File: src/hw/rtl/rpfr_pkg.sv
// ----------------------------------------------------------------------------
// rpfr_pkg
// Shared types, geometry constants and command codes for the rotated page
// framebuffer raster unit.
// ----------------------------------------------------------------------------
package rpfr_pkg;

    // Panel geometry, physical orientation
    localparam int PANEL_COLUMNS = 128;
    localparam int PANEL_ROWS    = 64;
    localparam int PAGES         = PANEL_ROWS / 8;
    localparam int STORE_BYTES   = PANEL_COLUMNS * PAGES;

    localparam int ADDR_W = $clog2(STORE_BYTES);
    localparam int COL_W  = $clog2(PANEL_COLUMNS);
    localparam int ROW_W  = $clog2(PANEL_ROWS);
    localparam int PAGE_W = (PAGES > 1) ? $clog2(PAGES) : 1;

    // Field widths
    localparam int MODE_W   = 3;
    localparam int POS_W    = 9;
    localparam int BIDX_W   = 10;
    localparam int DATA_W   = 8;
    localparam int COORD_W  = 11;   // holds pos + width - 1 without overflow
    localparam int RECT_N   = 4;    // rectangle outline needs four strips
    localparam int RSEL_W   = 2;

    // Command queue between front and back
    localparam int QUEUE_DEPTH = 2;
    localparam int QPTR_W      = (QUEUE_DEPTH > 1) ? $clog2(QUEUE_DEPTH) : 1;
    localparam int QCNT_W      = $clog2(QUEUE_DEPTH + 1);

    localparam logic [DATA_W-1:0] BG_BYTE = 8'hff;

    // Mode codes
    localparam logic [MODE_W-1:0] MODE_CLEAR = 3'd0;
    localparam logic [MODE_W-1:0] MODE_PIXEL = 3'd1;
    localparam logic [MODE_W-1:0] MODE_HLINE = 3'd2;
    localparam logic [MODE_W-1:0] MODE_VLINE = 3'd3;
    localparam logic [MODE_W-1:0] MODE_RECT  = 3'd4;
    localparam logic [MODE_W-1:0] MODE_FILL  = 3'd5;
    localparam logic [MODE_W-1:0] MODE_READ  = 3'd6;

    typedef logic signed [COORD_W-1:0] t_coord;

    localparam t_coord X_MAX = t_coord'(PANEL_ROWS - 1);
    localparam t_coord Y_MAX = t_coord'(PANEL_COLUMNS - 1);

    typedef enum logic [1:0] {
        K_CLEAR,
        K_DRAW,
        K_READ,
        K_NOP
    } t_kind;

    // Portrait rectangle, inclusive bounds, not yet clipped
    typedef struct packed {
        t_coord x0;
        t_coord x1;
        t_coord y0;
        t_coord y1;
    } t_rect;

    typedef struct packed {
        t_kind                     kind;
        logic [MODE_W-1:0]         mode;
        logic                      on;
        logic [RECT_N-1:0]         rvld;
        t_rect [RECT_N-1:0]        rects;
        logic [BIDX_W-1:0]         byte_idx;
    } t_cmd;

    // Finished command from back end to output register
    typedef struct packed {
        logic                valid;
        logic [DATA_W-1:0]   data;
        logic [MODE_W-1:0]   mode;
    } t_done;

    typedef enum logic [2:0] {
        S_CLR,
        S_IDLE,
        S_SETUP,
        S_RUN,
        S_READ,
        S_RWAIT,
        S_DONE
    } t_back_state;

endpackage

File: src/hw/rtl/rpfr_cmd_queue.sv
// ----------------------------------------------------------------------------
// rpfr_cmd_queue
// Short FIFO of decoded commands between the front and the back end.
// ----------------------------------------------------------------------------
module rpfr_cmd_queue (
    input  logic            i_clk,
    input  logic            i_rst_n,
    input  logic            i_push,
    input  rpfr_pkg::t_cmd  i_cmd,
    input  logic            i_pop,
    output logic            o_valid,
    output logic            o_full,
    output rpfr_pkg::t_cmd  o_cmd
);

    rpfr_pkg::t_cmd                   r_mem [rpfr_pkg::QUEUE_DEPTH];
    logic [rpfr_pkg::QPTR_W-1:0]      r_wp, r_rp, n_wp, n_rp;
    logic [rpfr_pkg::QCNT_W-1:0]      r_count, n_count;
    logic                             do_push, do_pop;

    localparam logic [rpfr_pkg::QPTR_W-1:0] PTR_LAST =
        rpfr_pkg::QPTR_W'(rpfr_pkg::QUEUE_DEPTH - 1);
    localparam logic [rpfr_pkg::QCNT_W-1:0] CNT_FULL =
        rpfr_pkg::QCNT_W'(rpfr_pkg::QUEUE_DEPTH);

    assign o_full  = (r_count == CNT_FULL);
    assign o_valid = (r_count != '0);
    assign o_cmd   = r_mem[r_rp];
    assign do_push = i_push && !o_full;
    assign do_pop  = i_pop && o_valid;

    // Pointer and count update
    always_comb begin
        n_wp    = r_wp;
        n_rp    = r_rp;
        n_count = r_count;
        if (do_push) begin
            n_wp = (r_wp == PTR_LAST) ? '0 : r_wp + 1'b1;
        end
        if (do_pop) begin
            n_rp = (r_rp == PTR_LAST) ? '0 : r_rp + 1'b1;
        end
        if (do_push && !do_pop) begin
            n_count = r_count + 1'b1;
        end else if (do_pop && !do_push) begin
            n_count = r_count - 1'b1;
        end
    end

    always_ff @(posedge i_clk) begin
        if (!i_rst_n) begin
            r_wp    <= '0;
            r_rp    <= '0;
            r_count <= '0;
        end else begin
            r_wp    <= n_wp;
            r_rp    <= n_rp;
            r_count <= n_count;
        end
    end

    // Storage
    always_ff @(posedge i_clk) begin
        if (do_push) begin
            r_mem[r_wp] <= i_cmd;
        end
    end

endmodule

File: config.mk
export PLATFORM = sky130hd
export DESIGN_NAME = rpfr_cmd_queue
export DESIGN_NICKNAME = d
export VERILOG_FILES = /design/src/hw/rtl/rpfr_pkg.sv /design/src/hw/rtl/rpfr_cmd_queue.sv
export SDC_FILE = /design/constraint.sdc
export NUM_CORES = 1
export LEC_CHECK = 0
export BUFFER_PORTS_ARGS = -buffer_cell sky130_fd_sc_hd__buf_4
export CAP_MARGIN = 20
export CORE_MARGIN = 2
export CORE_UTILIZATION = 44
export CTS_CLUSTER_DIAMETER = 80
export CTS_CLUSTER_SIZE = 16
export DETAILED_ROUTE_END_ITERATION = 6
export PLACE_DENSITY = 0.78
export SETUP_SLACK_MARGIN = 0.05
export SYNTH_ARGS = -nofsm -noshare
export SYNTH_HDL_FRONTEND = slang
export SYNTH_SLANG_ARGS = --single-unit
File: constraint.sdc
create_clock -name i_clk -period 20.3 [get_ports i_clk]
set_clock_uncertainty 0.1 [all_clocks]
set_input_delay 1.015 -clock i_clk [delete_from_list [all_inputs] [get_ports i_clk]]
set_output_delay 1.015 -clock i_clk [all_outputs]
set_load 0.02 [all_outputs]
* Word level (Yosys, flattened, before mapping)
Memories as Yosys holds them, arrays and structs flattened. A register that Yosys moved wholly into a read port is not among the register bits.
Cells that the tools add are included.
** Storage, ports and cells
- Register bits after elaboration :: 4
- Bits in latches :: 0
- RAM bits :: 392
- Bits in read-only memories :: 0
- Output and inout bits :: 198
- Logic and storage cells :: 26
- Memories kept :: 1
** Memories
- r_mem :: depth 2, width 196, read ports 1, clocked after Yosys merged registers in 1, write ports 1, RTL line rpfr_cmd_queue.sv:16 : rpfr_pkg::t_cmd r_mem [rpfr_pkg::QUEUE_DEPTH];
** Cells by class
- $add $sub $neg :: 4
- Multiply operators :: 0
- Div/mod/pow operators :: 0
- Order comparisons :: 0
- Equality and inequality tests :: 1
- Shifts and indexed selects :: 0
- Muxes and demuxes :: 8
- Bitwise logic cells :: 0
- Reductions and logical operators :: 9
** Operators by type and width (number)
- $mux W1 :: 6
- $logic_and A1 B1 Y1 :: 4
- $mux W2 :: 2
- $reduce_bool A2 Y1 :: 2
- $logic_not A1 Y1 :: 3
- $add A1 B1 Y1 const B :: 2
- $add A2 B1 Y2 const B :: 1
- $eq A2 B2 Y1 const B :: 1
- $sub A2 B1 Y2 const B :: 1

* Longest topological paths before layout
- Depth after elaboration :: 7
- Mapped depth :: 7

* Least setup slack after synthesis
OpenSTA, ideal clock, no wires.
- Path kind :: input-to-reg
- Start :: in i_push
- End :: mem r_mem[0][0] (netlist name), enable pin
- Library setup time :: 718 ps
- Arrival time :: 8606 ps
- Data required time :: 19482 ps
- Slack :: 10875 ps
- Stages on the path :: 2
- Path buffers :: 0
- Cell sequence :: inv_1 > nor3_2
** Between the ends
- Word-level cells in the longest chain between the ends :: 3
** RTL lines
- start, declared :: RTL line rpfr_cmd_queue.sv:8 : input logic i_push,
- $logic_and A1 B1 Y1 :: RTL line rpfr_cmd_queue.sv:29 : assign do_push = i_push && !o_full;
- $mux W1 :: RTL line rpfr_cmd_queue.sv:64 : if (do_push) begin
- $mux W1 (implied by the code) :: RTL line rpfr_cmd_queue.sv:65 : r_mem[r_wp] <= i_cmd;
- end, declared :: RTL line rpfr_cmd_queue.sv:16
No other way between the ends.

==> out/results.ini <==
[worst_setup_path]
worstPathCellList=buf_4 > buf_4 > mux2_4 > buf_4
path_max_fanout=52
critical-path-max-stage-delay_ns=0.85
cp-start-kind=register
setup.worst_path.end_class=primary output
worstPathRequired_ns=19.19
path_class=reg2out
cp.arrival_ns=3.56
cp_common_cell=buf_4
cp_slowest_cell=buf_4

[timing]
relSlewSlack=0.3049
holdWs_ns=0.4766
fin_crit_sh=0.2302
tns_ns=0
finalHoldViolCount=0
rsz0062_at_grt=false
slew_viol_final=0
fmaxAchievable_mhz=214.0
fin_crit_ns=4.673
setup_viol=0
tightest_slew_ns=1.043

[global_routing]
track_usage=0.1596
grt_max_degree=73
busiest_layer=met2
grt_util_met2=0.2750
grt_overflow_total=0
use_met1=0.1936
gr-usage-met3=0.04526
antenna_found_initial=2
grt_pass1_vias=7540
grt_pass1_wl_mm=43.52

[die]
die_w_um=188.4
fp.dieH_um=188.4
dieArea_um2=35480
io_pins=398
core_area_um2=33530
fp-row-count=67
initial_core_util=0.4460

[yosys]
syn_inst=635
synth_nets=836
synth.avg_cell_area_um2=23.55
synth_seq_cells=397
synth_top_flop_cell=edfxtp_1
yosys_warnings=0
synth_edf_count=392
async_flop_share=0
ys_types=22
yosysSeqAreaShare=0.7937
mappedNetlistArea_um2=14960

[routing]
first_pass_iters=4
totalWireLength_mm=29.95
drtIter0Drc=361
ant_nets=0
viasPerCell=4.839
drc_errors=0
wl_per_cell_um=19.84
vias=7302

[clock_network]
cts-resized-gates=0
clock_latency_ns=0.55
cts_sinks=397
postCtsHoldBufs=0
cts_setup_buffers=0
htreeDepth=1
cts_tree=yes
clockBufferDepth=3
clkTransAtPathRegs_ns=0.07
cts_inserted_buffers=29
cts-root-buf=clkbuf_16

[final_layout]
drive_above_1_share=0.6009
regArea_um2=11880
final_cell_mix=405 x buf_4, 392 x edfxtp_1, 140 x mux2_4
multiInputGateArea_um2=2873
final_net_count=1250
final_common_cell=buf_4
filler_cell_count=2533
layoutNonFillerInstCount=1509
fin_util=0.5713
syn_to_final_growth_pct=28.08

[status]
status=complete, no violations

[placement]
portBuffers=397
gp_congestion=0.7789
hpwl_mm=20.45
dp.cells=1466

[power_and_ir_drop]
p_leak_nw=7.309
powerDensity_nw_per_um2=124.0
internal_power_mw=1.677
p_seq_frac=0.452
combPwrFrac=0.330
sw_frac_of_total=0.2937
peakVddDrop_v=0.00009760
switchingPower_uw=697.5
p_clk_frac=0.218

[worst_hold_path]
hold_path_class=reg2reg

[job]
cap_violations=0

area by class of cell:
type                    instances  share of cell area
multi-input cells             214              0.1500
diodes                          1           0.0001306
repair buffers                405              0.1587
clock buffers                  40             0.04056
inverters                       2           0.0003919
clock inverters                 2            0.001110
well taps                     448             0.02926
flip-flops and latches        397              0.6199
logic make-up after synthesis:
kind of cell | count (synthesis) | synth area share
buf+inv | 24 | 0.01497
xor+xnor | 3 | 0.001757
mux | 196 | 0.1827
flops | 397 | 0.7937
fa+ha+maj | 1 | 0.0008364
compound gates | 5 | 0.002175
simple gates | 9 | 0.003849
worst max-delay path, delay by kind of cell, from the launching register on:
kind / cells / cell delay [ns]
DFF: 1 / 0.80
buffers and inverters: 3 / 1.74
muxes: 1 / 0.36
cells in the mapped netlist (all sizes together) (2+ instances only):
library cell  number  area share
and2               3      0.0013
edfxtp           392        0.79
a21boi             2      0.0010
dfxtp              5      0.0067
mux2             196        0.18
buf               22       0.014
inv                2     0.00050
o21ai              2     0.00067
xnor2              2      0.0012
per-stage QoR:
stage	cell area [um2]	setup slack, ns	power [mW]
2_1_floorplan	14960	10.88	1.622
3_3_place_gp	18360	16.17	1.874
3_5_place_dp	18360	16.12	1.887
4_1_cts	19150	15.52	2.407
5_1_grt	19150	15.44	2.466
6_report	19160	15.63	2.375
path summary, 6_finish.rpt:
path | from | end | slack (ns) | cells past startpoint
max | register | o_cmd[51] | 15.63 | 4
min | r_count[1] | r_count[1] | 0.48 | 2
max reg2reg | r_count[0] | r_mem[0][105] | 17.31 | 5
min reg2reg | r_count[1] | r_count[1] | 0.48 | 2
routing by layer:
metal / share of wire / routed length (um)
met1: 0.39 / 11600
met5: 0.00057 / 17
met2: 0.50 / 15000
met3: 0.077 / 2297
met4: 0.034 / 1030
flip-flops by register name (all words and copies together), names as in the netlist, named ones only:
| register | count |
|---|---|
| r_count | 2 |
| r_mem | 392 |
| r_rp | 1 |
| r_wp | 1 |
power by group through the flow:
stage / registers (mW) / logic, mW / clock network [mW]
6_report: 1.07 / 0.784 / 0.518
5_1_grt: 1.08 / 0.823 / 0.561
4_1_cts: 1.07 / 0.797 / 0.536
3_5_place_dp: 1.09 / 0.794 / 0
3_3_place_gp: 1.09 / 0.786 / 0
2_1_floorplan: 1.09 / 0.528 / 0
No activity file was read; power rests on OpenSTA's default activity.
