## config.mk

```make
export PLATFORM = sky130hd
export DESIGN_NAME = rpfr_front
export DESIGN_NICKNAME = d
export VERILOG_FILES = /design/src/hw/rtl/rpfr_pkg.sv /design/src/hw/rtl/rpfr_front.sv
export SDC_FILE = /design/constraint.sdc
export NUM_CORES = 1
export LEC_CHECK = 0
export BUFFER_PORTS_ARGS = -buffer_cell sky130_fd_sc_hd__clkbuf_2
export CORE_MARGIN = 3
export CORE_UTILIZATION = 25
export DETAILED_ROUTE_END_ITERATION = 7
export SYNTH_ARGS = -nofsm -noshare
export SYNTH_HDL_FRONTEND = slang
export SYNTH_SLANG_ARGS = --single-unit
```

## constraint.sdc

```tcl
create_clock -name vclk -period 3.4
set_input_delay 0.34 -clock vclk [all_inputs]
set_output_delay 0.34 -clock vclk [all_outputs]
set_load 0.01 [all_outputs]
```

## src/hw/rtl/rpfr_pkg.sv

```systemverilog
// ----------------------------------------------------------------------------
// rpfr_pkg
// Shared types, geometry constants and command codes for the rotated page
// framebuffer raster unit.
// ----------------------------------------------------------------------------
package rpfr_pkg;

    // Panel geometry, physical orientation
    localparam int PANEL_COLUMNS = 128;
    localparam int PANEL_ROWS    = 64;
    localparam int PAGES         = PANEL_ROWS / 8;
    localparam int STORE_BYTES   = PANEL_COLUMNS * PAGES;

    localparam int ADDR_W = $clog2(STORE_BYTES);
    localparam int COL_W  = $clog2(PANEL_COLUMNS);
    localparam int ROW_W  = $clog2(PANEL_ROWS);
    localparam int PAGE_W = (PAGES > 1) ? $clog2(PAGES) : 1;

    // Field widths
    localparam int MODE_W   = 3;
    localparam int POS_W    = 9;
    localparam int BIDX_W   = 10;
    localparam int DATA_W   = 8;
    localparam int COORD_W  = 11;   // holds pos + width - 1 without overflow
    localparam int RECT_N   = 4;    // rectangle outline needs four strips
    localparam int RSEL_W   = 2;

    // Command queue between front and back
    localparam int QUEUE_DEPTH = 2;
    localparam int QPTR_W      = (QUEUE_DEPTH > 1) ? $clog2(QUEUE_DEPTH) : 1;
    localparam int QCNT_W      = $clog2(QUEUE_DEPTH + 1);

    localparam logic [DATA_W-1:0] BG_BYTE = 8'hff;

    // Mode codes
    localparam logic [MODE_W-1:0] MODE_CLEAR = 3'd0;
    localparam logic [MODE_W-1:0] MODE_PIXEL = 3'd1;
    localparam logic [MODE_W-1:0] MODE_HLINE = 3'd2;
    localparam logic [MODE_W-1:0] MODE_VLINE = 3'd3;
    localparam logic [MODE_W-1:0] MODE_RECT  = 3'd4;
    localparam logic [MODE_W-1:0] MODE_FILL  = 3'd5;
    localparam logic [MODE_W-1:0] MODE_READ  = 3'd6;

    typedef logic signed [COORD_W-1:0] t_coord;

    localparam t_coord X_MAX = t_coord'(PANEL_ROWS - 1);
    localparam t_coord Y_MAX = t_coord'(PANEL_COLUMNS - 1);

    typedef enum logic [1:0] {
        K_CLEAR,
        K_DRAW,
        K_READ,
        K_NOP
    } t_kind;

    // Portrait rectangle, inclusive bounds, not yet clipped
    typedef struct packed {
        t_coord x0;
        t_coord x1;
        t_coord y0;
        t_coord y1;
    } t_rect;

    typedef struct packed {
        t_kind                     kind;
        logic [MODE_W-1:0]         mode;
        logic                      on;
        logic [RECT_N-1:0]         rvld;
        t_rect [RECT_N-1:0]        rects;
        logic [BIDX_W-1:0]         byte_idx;
    } t_cmd;

    // Finished command from back end to output register
    typedef struct packed {
        logic                valid;
        logic [DATA_W-1:0]   data;
        logic [MODE_W-1:0]   mode;
    } t_done;

    typedef enum logic [2:0] {
        S_CLR,
        S_IDLE,
        S_SETUP,
        S_RUN,
        S_READ,
        S_RWAIT,
        S_DONE
    } t_back_state;

endpackage

```

## src/hw/rtl/rpfr_front.sv

```systemverilog
// ----------------------------------------------------------------------------
// rpfr_front
// Accepts drawing beats and turns each into a command: clear, read, no-op,
// or a draw made of up to four portrait rectangles.
// ----------------------------------------------------------------------------
module rpfr_front (
    input  logic                                i_in_valid,
    output logic                                o_in_stall,
    input  logic [rpfr_pkg::MODE_W-1:0]         i_mode,
    input  logic signed [rpfr_pkg::POS_W-1:0]   i_pos_x,
    input  logic signed [rpfr_pkg::POS_W-1:0]   i_pos_y,
    input  logic signed [rpfr_pkg::POS_W-1:0]   i_end_or_width,
    input  logic signed [rpfr_pkg::POS_W-1:0]   i_rect_height,
    input  logic                                i_pixel_on,
    input  logic [rpfr_pkg::BIDX_W-1:0]         i_byte_index,
    input  logic                                i_q_full,
    input  logic                                i_init_busy,
    output logic                                o_push,
    output rpfr_pkg::t_cmd                      o_cmd
);

    rpfr_pkg::t_coord px, py, ew, rh, xe, ye, lo_x, hi_x, lo_y, hi_y;
    logic             rect_ok;

    // Sign-extend and derive far edges
    always_comb begin
        px      = rpfr_pkg::t_coord'(i_pos_x);
        py      = rpfr_pkg::t_coord'(i_pos_y);
        ew      = rpfr_pkg::t_coord'(i_end_or_width);
        rh      = rpfr_pkg::t_coord'(i_rect_height);
        xe      = px + ew - rpfr_pkg::t_coord'(1);
        ye      = py + rh - rpfr_pkg::t_coord'(1);
        rect_ok = (ew > rpfr_pkg::t_coord'(0)) && (rh > rpfr_pkg::t_coord'(0));
        // ordered line ends
        lo_x    = (px > ew) ? ew : px;
        hi_x    = (px > ew) ? px : ew;
        lo_y    = (py > ew) ? ew : py;
        hi_y    = (py > ew) ? py : ew;
    end

    // Classify
    always_comb begin
        o_cmd          = '0;
        o_cmd.mode     = i_mode;
        o_cmd.on       = i_pixel_on;
        o_cmd.byte_idx = i_byte_index;
        o_cmd.kind     = rpfr_pkg::K_NOP;
        case (i_mode)
            rpfr_pkg::MODE_CLEAR: begin
                o_cmd.kind = rpfr_pkg::K_CLEAR;
            end
            rpfr_pkg::MODE_PIXEL: begin
                o_cmd.kind     = rpfr_pkg::K_DRAW;
                o_cmd.rvld     = 4'b0001;
                o_cmd.rects[0] = '{x0: px, x1: px, y0: py, y1: py};
            end
            rpfr_pkg::MODE_HLINE: begin
                o_cmd.kind     = rpfr_pkg::K_DRAW;
                o_cmd.rvld     = 4'b0001;
                o_cmd.rects[0] = '{x0: lo_x, x1: hi_x, y0: py, y1: py};
            end
            rpfr_pkg::MODE_VLINE: begin
                o_cmd.kind     = rpfr_pkg::K_DRAW;
                o_cmd.rvld     = 4'b0001;
                o_cmd.rects[0] = '{x0: px, x1: px, y0: lo_y, y1: hi_y};
            end
            rpfr_pkg::MODE_RECT: begin
                // overlapping corners are harmless: same value written twice
                o_cmd.kind     = rpfr_pkg::K_DRAW;
                o_cmd.rvld     = rect_ok ? 4'b1111 : 4'b0000;
                o_cmd.rects[0] = '{x0: px, x1: xe, y0: py, y1: py};
                o_cmd.rects[1] = '{x0: px, x1: xe, y0: ye, y1: ye};
                o_cmd.rects[2] = '{x0: px, x1: px, y0: py, y1: ye};
                o_cmd.rects[3] = '{x0: xe, x1: xe, y0: py, y1: ye};
            end
            rpfr_pkg::MODE_FILL: begin
                o_cmd.kind     = rpfr_pkg::K_DRAW;
                o_cmd.rvld     = rect_ok ? 4'b0001 : 4'b0000;
                o_cmd.rects[0] = '{x0: px, x1: xe, y0: py, y1: ye};
            end
            rpfr_pkg::MODE_READ: begin
                o_cmd.kind = rpfr_pkg::K_READ;
            end
            default: begin
                o_cmd.kind = rpfr_pkg::K_NOP;
            end
        endcase
    end

    assign o_in_stall = i_q_full || i_init_busy;
    assign o_push     = i_in_valid && !o_in_stall;

endmodule

```

# Word-level counts from Yosys, hierarchy flattened
# Index checks and enable logic that the tools add are counted.
[classes] n_addsub=4 eq_ne=6 n_mux=10 n_reduce_logical=7 magnitude_cmp=4
[op_table] cell="44-bit one-hot mux with 5 select lines" count=1
[op_table] cell="132-bit two-way mux" count=1
[op_table] cell="11-bit two-way mux" count=4
[op_table] cell="10-bit by 2-bit subtractor with 11-bit output, second input constant" count=2
[op_table] cell="9-bit by 9-bit adder with 10-bit output" count=2
[op_table] cell="9-bit by 1-bit > comparator with 1-bit output, second input constant" count=2
[op_table] cell="9-bit > comparator" count=2
[op_table] cell="4-bit one-hot mux with 3 select lines" count=1
[op_table] cell="3-bit == test, second input constant" count=3
[op_table] cell="3-bit by 2-bit == test with 1-bit output, second input constant" count=2
[op_table] cell="2-bit one-hot mux with 3 select lines" count=1
[op_table] cell="5-bit OR reduction" count=1
[op_table] cell="4-bit two-way mux" count=1
[op_table] cell="3-bit by 1-bit == test with 1-bit output, second input constant" count=1
[op_table] cell="3-bit zero test" count=1
[op_table] cell="3-bit OR reduction" count=1
[op_table] cell="1-bit logical AND" count=2
[op_table] cell="1-bit zero test" count=1
[op_table] cell="1-bit logical OR" count=1
[op_table] cell="1-bit two-way mux" count=1
[totals] input_bits=53 register_bits=0 word_cells=31 out_inout_bits=198

# Logic depth before layout (Yosys ltp)
# Gate-level depths: netlist of run 1.
[depth] ltp_word=4 mapped_depth=12 ltp_nobuf=11

# Worst setup path after synthesis of run 1
# No wires, ideal clock.
[synth_path] path_kind="in2out" from="input port i_end_or_width[1] (netlist name)" to="output port o_cmd[173] (netlist name)" path_stages=12 n_path_buf=1 path_slack_ns=0.465 required_time_ns=3.060 arrival_ns=2.595 path_cell_list="inv_1 > ha_1 > inv_1 > ha_1 > fa_1 > a21oi_1 > o21ai_0 > a41oi_1 > o21ai_0 > xor2_1 > nor2_1 > buf_4"
[synth_rtl] item="from (decl)" line="rpfr_front.sv:12" source="input logic signed [rpfr_pkg::POS_W-1:0] i_end_or_width,"
[synth_rtl] item="to (decl)" line="rpfr_front.sv:19" source="output rpfr_pkg::t_cmd o_cmd"

==> results.cfg, run 1 <==
[logic_synthesis]
syn_area_per_cell_um2 = 6.85
synthMuxAreaShare_pct = 0.576
synth_top_family_by_area = buffers and inverters
synth_cells = 539
syn_area_mm2 = 0.00369
synth.distinct_cells = 65
ys_seq_area_share_pct = 0
yosys.area_share.simple_pct = 20.6
synth_top_area_cell = buf_4
synth-adder-area-share_pct = 18.4
synthXorXnorAreaFrac_pct = 3.32
synth_compound_area_share_pct = 25.4
ys_warn_count = 0
synth.net_count = 645
synthTopCellsByArea = buf_4 23%, ha_1 17%, inv_1 7.1%
synth_top_area_share_pct = 23.2

[min_path]
hp-class = in2out
holdPathStages = 0
whs_endpoint = o_cmd[2]
min_from = i_byte_index[2]

[grt]
antenna_found_initial = 0
grt_pass1_wl_mm = 21.4
use_met3_pct = 2.38
use_met2_pct = 26.9
grt_usage_pct = 16.3
grt_pass1_vias = 3622
globalRouteOverflowTotal = 0
grt_max_degree = 24
grt_use_met1_pct = 23.4
top_usage_layer = met2

[power]
switching_share_pct = 61.5
p_sw_uw = 500
seqPwrFrac_pct = 0
p_per_area_mw_per_mm2 = 190
clkPwrFrac_pct = 0
ir_worst_vdd_uv = 44.8
power_leakage_uw = 0.00256
intPower_uw = 314
combPwrFrac_pct = 100.0

[floorplanning]
rows = 43
fp.dieW_um = 128
die_height_um = 128
dieArea_mm2 = 0.0163
io_pins = 251
core_mm2 = 0.0141
start_util_pct = 26.1

[timing]
fmax_ghz = 0.312
relSlewSlack_pct = 56.4
min_period_over_period_pct = 94.4
hold_viol = 0
final_max_slew_viol_count = 0
setup_ws_ns = 0.191
whs_ns = 0.680
setup-violations-final = 0
worst_slew_pin_slew_ns = 0.651
period_minus_slack_ns = 3.21

[cells_and_area]
clkbuf_count = 0
regArea_um2 = 0
syn_to_final_growth_pct = 16.0
layout.cells.non_filler = 839
fin_util_pct = 30.3
antenna_cells = 0
finalNetCount = 767
design.seq.count = 0
layout-drive-gt1-share_pct = 41.0

[placement]
placed_cells = 839
hpwlAfterDp_mm = 12.7
place_ws_ns = 0.190
io_buffers = 229
gp_congestion = 0.903

[routing]
vias = 4110
wirelength_mm = 14.7
drc = 0
wl_per_cell_um = 17.5
drt-initial-drc-count = 227
drtPass1Iterations = 5
viasPerCell = 4.90
detail-route-antenna-nets = 0

[critical_path]
cpPeakStageDelay_ns = 0.40
critPathArrivalTime_ns = 2.87
cp_max_fo = 3
end_kind = output port
cp_cell_sequence = clkbuf_2, inv_1, ha_1, inv_1, ha_1, fa_1, a21oi_1, nor2b_1, nor3_1, nor3_1, a311o_1, a221o_1, clkbuf_2
worstSetupPathType = in2out
timing.critical_path.required_ns = 3.06
start_kind = input port
worst_path_max_delay_cell = fa_1

[clocking]
ctsResizeCount = 0
ctsHoldBuffers = 0
postCtsSetupBuffers = 0

[flow_run]
cap_violations = 0

[outcome]
status = finished clean
final cells by class:
| class | count | area, um2 |
|---|---|---|
| repair buffers | 245 | 1270 |
| well taps | 180 | 225 |
| multi-input cells | 343 | 2530 |
| inverters | 71 | 267 |
| fillers | 1598 | 9870 |
placed cells by master (no fill, tap or decap), types with 2 or more instances in the layout:
cell and n:
a211o_1 4, a211oi_1 3, a21o_1 4, a21oi_1 14, a21oi_2 2, a221o_1 11
a22o_1 8, a311o_1 3, a311oi_2 2, a31oi_1 3, a41oi_1 3, and2_1 5
and3_1 13, buf_4 16, clkbuf_2 229, fa_1 2, ha_1 51, inv_1 70
nand2_1 27, nand2b_1 2, nand3_1 19, nand4_1 2, nor2_1 55, nor2b_1 3
nor3_1 12, nor3b_1 2, nor4_1 4, o2111ai_1 2, o211ai_1 4, o211ai_2 4
o21a_1 3, o21ai_0 23, o21ai_1 4, o21bai_1 3, o311ai_1 4, o31ai_1 2
or3_1 2, xnor2_1 4, xor2_1 10
per-stage QoR:
| stage | total power, uW | setup TNS [ns] | instance area [um2] |
|---|---|---|---|
| floorplan | 581 | 0 | 3690 |
| global placement | 806 | 0 | 4280 |
| detailed placement | 808 | 0 | 4280 |
| CTS | 813 | 0 | 4280 |
| global route | 896 | -0.00446 | 4280 |
| finish | 814 | 0 | 4280 |
power by group through the flow:
stage	combinational, uW	sequential (uW)	clock [uW]
final	814	0	0
after global routing	896	0	0
after CTS	813	0	0
after detailed placement	808	0	0
after global placement	806	0	0
after floorplan	581	0	0
Yosys cell counts (5+ instances only):
cell      number
buf_4        114
inv_1         70
nor2_1        56
ha_1          51
nand2_1       27
o21ai_0       24
nand3_1       19
a21oi_1       15
and3_1        13
nor3_1        12
a221o_1       11
xor2_1        10
clkbuf_1       9
a22o_1         8
and2_1         5
worst max-delay path: cells and delay by family:
family                   cells  cell delay (ns)
buffers and inverters        4             0.45
AO/OA/AOI/OAI                3             0.81
adder cells (fa/ha/maj)      3             0.91
AND/OR/NAND/NOR              3             0.35
kinds of logic after synthesis:
logic type,after synthesis
buf+inv,196
simple gates,155
compound gates,119
fa+ha+maj,53
xor+xnor,14
mux,2
worst max-delay path by stage:
stage | startpoint | endpoint | depth (start not counted) | slack (ns)
after floorplan | i_end_or_width[1] | o_cmd[173] | 12 | 0.46
after global placement | i_pos_x[1] | o_cmd[39] | 13 | 0.24
after detailed placement | i_pos_y[1] | o_cmd[107] | 13 | 0.19
after CTS | i_pos_y[1] | o_cmd[107] | 13 | 0.17
after global routing | i_pos_x[1] | o_cmd[41] | 13 | -0.004
final | i_pos_y[1] | o_cmd[15] | 13 | 0.19
routing by layer:
| metal | routed length [um] | share of wire [%] | vias to the layer above |
|---|---|---|---|
| met5 | 0 | 0 | - |
| met4 | 131 | 0.89 | 0 |
| met3 | 1170 | 8.0 | 10 |
| met2 | 6700 | 46 | 194 |
| met1 | 6660 | 45 | 1908 |
| li1 | - | - | 1998 |
Power figures use the tool's default switching activity.
==> run 2: changes to the inputs <==
PLACE_DENSITY = 0.51   (was default)
==> results.cfg, run 2 (synthesis results as in run 1) <==
[outcome]
status = finished clean

[grt]
globalRouteOverflowTotal = 0
grt_pass1_wl_mm = 21.5
grt_usage_pct = 16.3
grt_pass1_vias = 3941
grt_max_degree = 19
antenna_found_initial = 0

[floorplanning]
start_util_pct = 26.1
dieArea_mm2 = 0.0163
io_pins = 251
rows = 43
die_height_um = 128
fp.dieW_um = 128
core_mm2 = 0.0141

[routing]
wl_met1_mm = 6.21
wirelength_mm = 14.2
drt-initial-drc-count = 173
viasPerCell = 4.84
met2WireLength_mm = 6.91
routed.top_layer = met4
drtPass1Iterations = 4
wl_per_cell_um = 17.0
detail-route-antenna-nets = 0
wl_met3_um = 955
vias = 4068
drc = 0

[cells_and_area]
finalNetCount = 768
design.seq.count = 0
syn_to_final_growth_pct = 16.5
layout_commonest_cell = clkbuf_2
layout.cells.non_filler = 840
layout_common_cells = 229 x clkbuf_2, 70 x inv_1, 55 x nor2_1
clkbuf_count = 0
layout-drive-gt1-share_pct = 41.2
regArea_um2 = 0
antenna_cells = 0

[timing]
worst_slew_pin_slew_ns = 0.710
fin_tns_setup_ns = 0
whs_ns = 0.680
relSlewSlack_pct = 52.5
hold_viol = 0
final_max_slew_viol_count = 0
period_minus_slack_ns = 3.23
rsz0062_at_grt = no
setup-violations-final = 0
fmax_ghz = 0.310
min_period_over_period_pct = 95.0

[placement]
placed_cells = 840
hpwlAfterDp_mm = 12.2
io_buffers = 229
gp_congestion = 0.852

[power]
p_per_area_mw_per_mm2 = 189
ir_worst_vdd_uv = 82.3
total_power_uw = 812
power_leakage_uw = 0.00258

[critical_path]
critPathArrivalTime_ns = 2.89
end_kind = output port
cp_max_fo = 4
crit_family = adder cells
cp_cell_sequence = clkbuf_2, inv_1, ha_1, inv_1, ha_1, fa_1, a21oi_1, o21ai_0, a41oi_2, xor2_1, nor2_1, a221o_1, clkbuf_2
timing.critical_path.required_ns = 3.06
cpPeakStageDelay_ns = 0.42
cp_num_buf_inv = 4
start_kind = input port
worstSetupPathType = in2out
worst_path_max_delay_cell = fa_1

[flow_run]
cap_violations = 0

[min_path]
hp-class = in2out

[clocking]
postCtsSetupBuffers = 0
[run 2: layer usage]
layer	GRT usage, %	vias to the layer above
li1	-	1999
met1	21.8	1872
met2	29.4	182
met5	0	-
met4	1.64	0
met3	1.21	15
[run 2: area by class of cell]
cell class | count | area (um2)
fill | 1611 | 9850
inverter | 71 | 267
multi-input combinational | 343 | 2540
tap | 180 | 225
timing repair buffer | 246 | 1270
[run 2: worst paths after layout]
path,start,to,cells after the start
min,i_byte_index[2],o_cmd[2],0
max,i_pos_x[1],o_cmd[39],13
[run 2: timing repair]
item	4_1_cts	5_1_grt
setup endpoints to repair	0	11
hold endpoints to repair	0	0
hold buffers	0	0
resized for setup	0	3
[run 2: report_power, final]
| part | switching (uW) | internal, uW |
|---|---|---|
| combinational | 496 | 316 |
| clock | 0 | 0 |
| sequential | 0 | 0 |
[run 2: per-stage QoR]
step	setup slack, ns	utilization, %	cell area [um2]
2_1_floorplan	0.465	-	3690
3_3_place_gp	0.189	30.3	4290
3_5_place_dp	0.128	30.3	4290
4_1_cts	0.120	30.3	4290
5_1_grt	0.00263	30.4	4300
6_report	0.170	30.4	4300
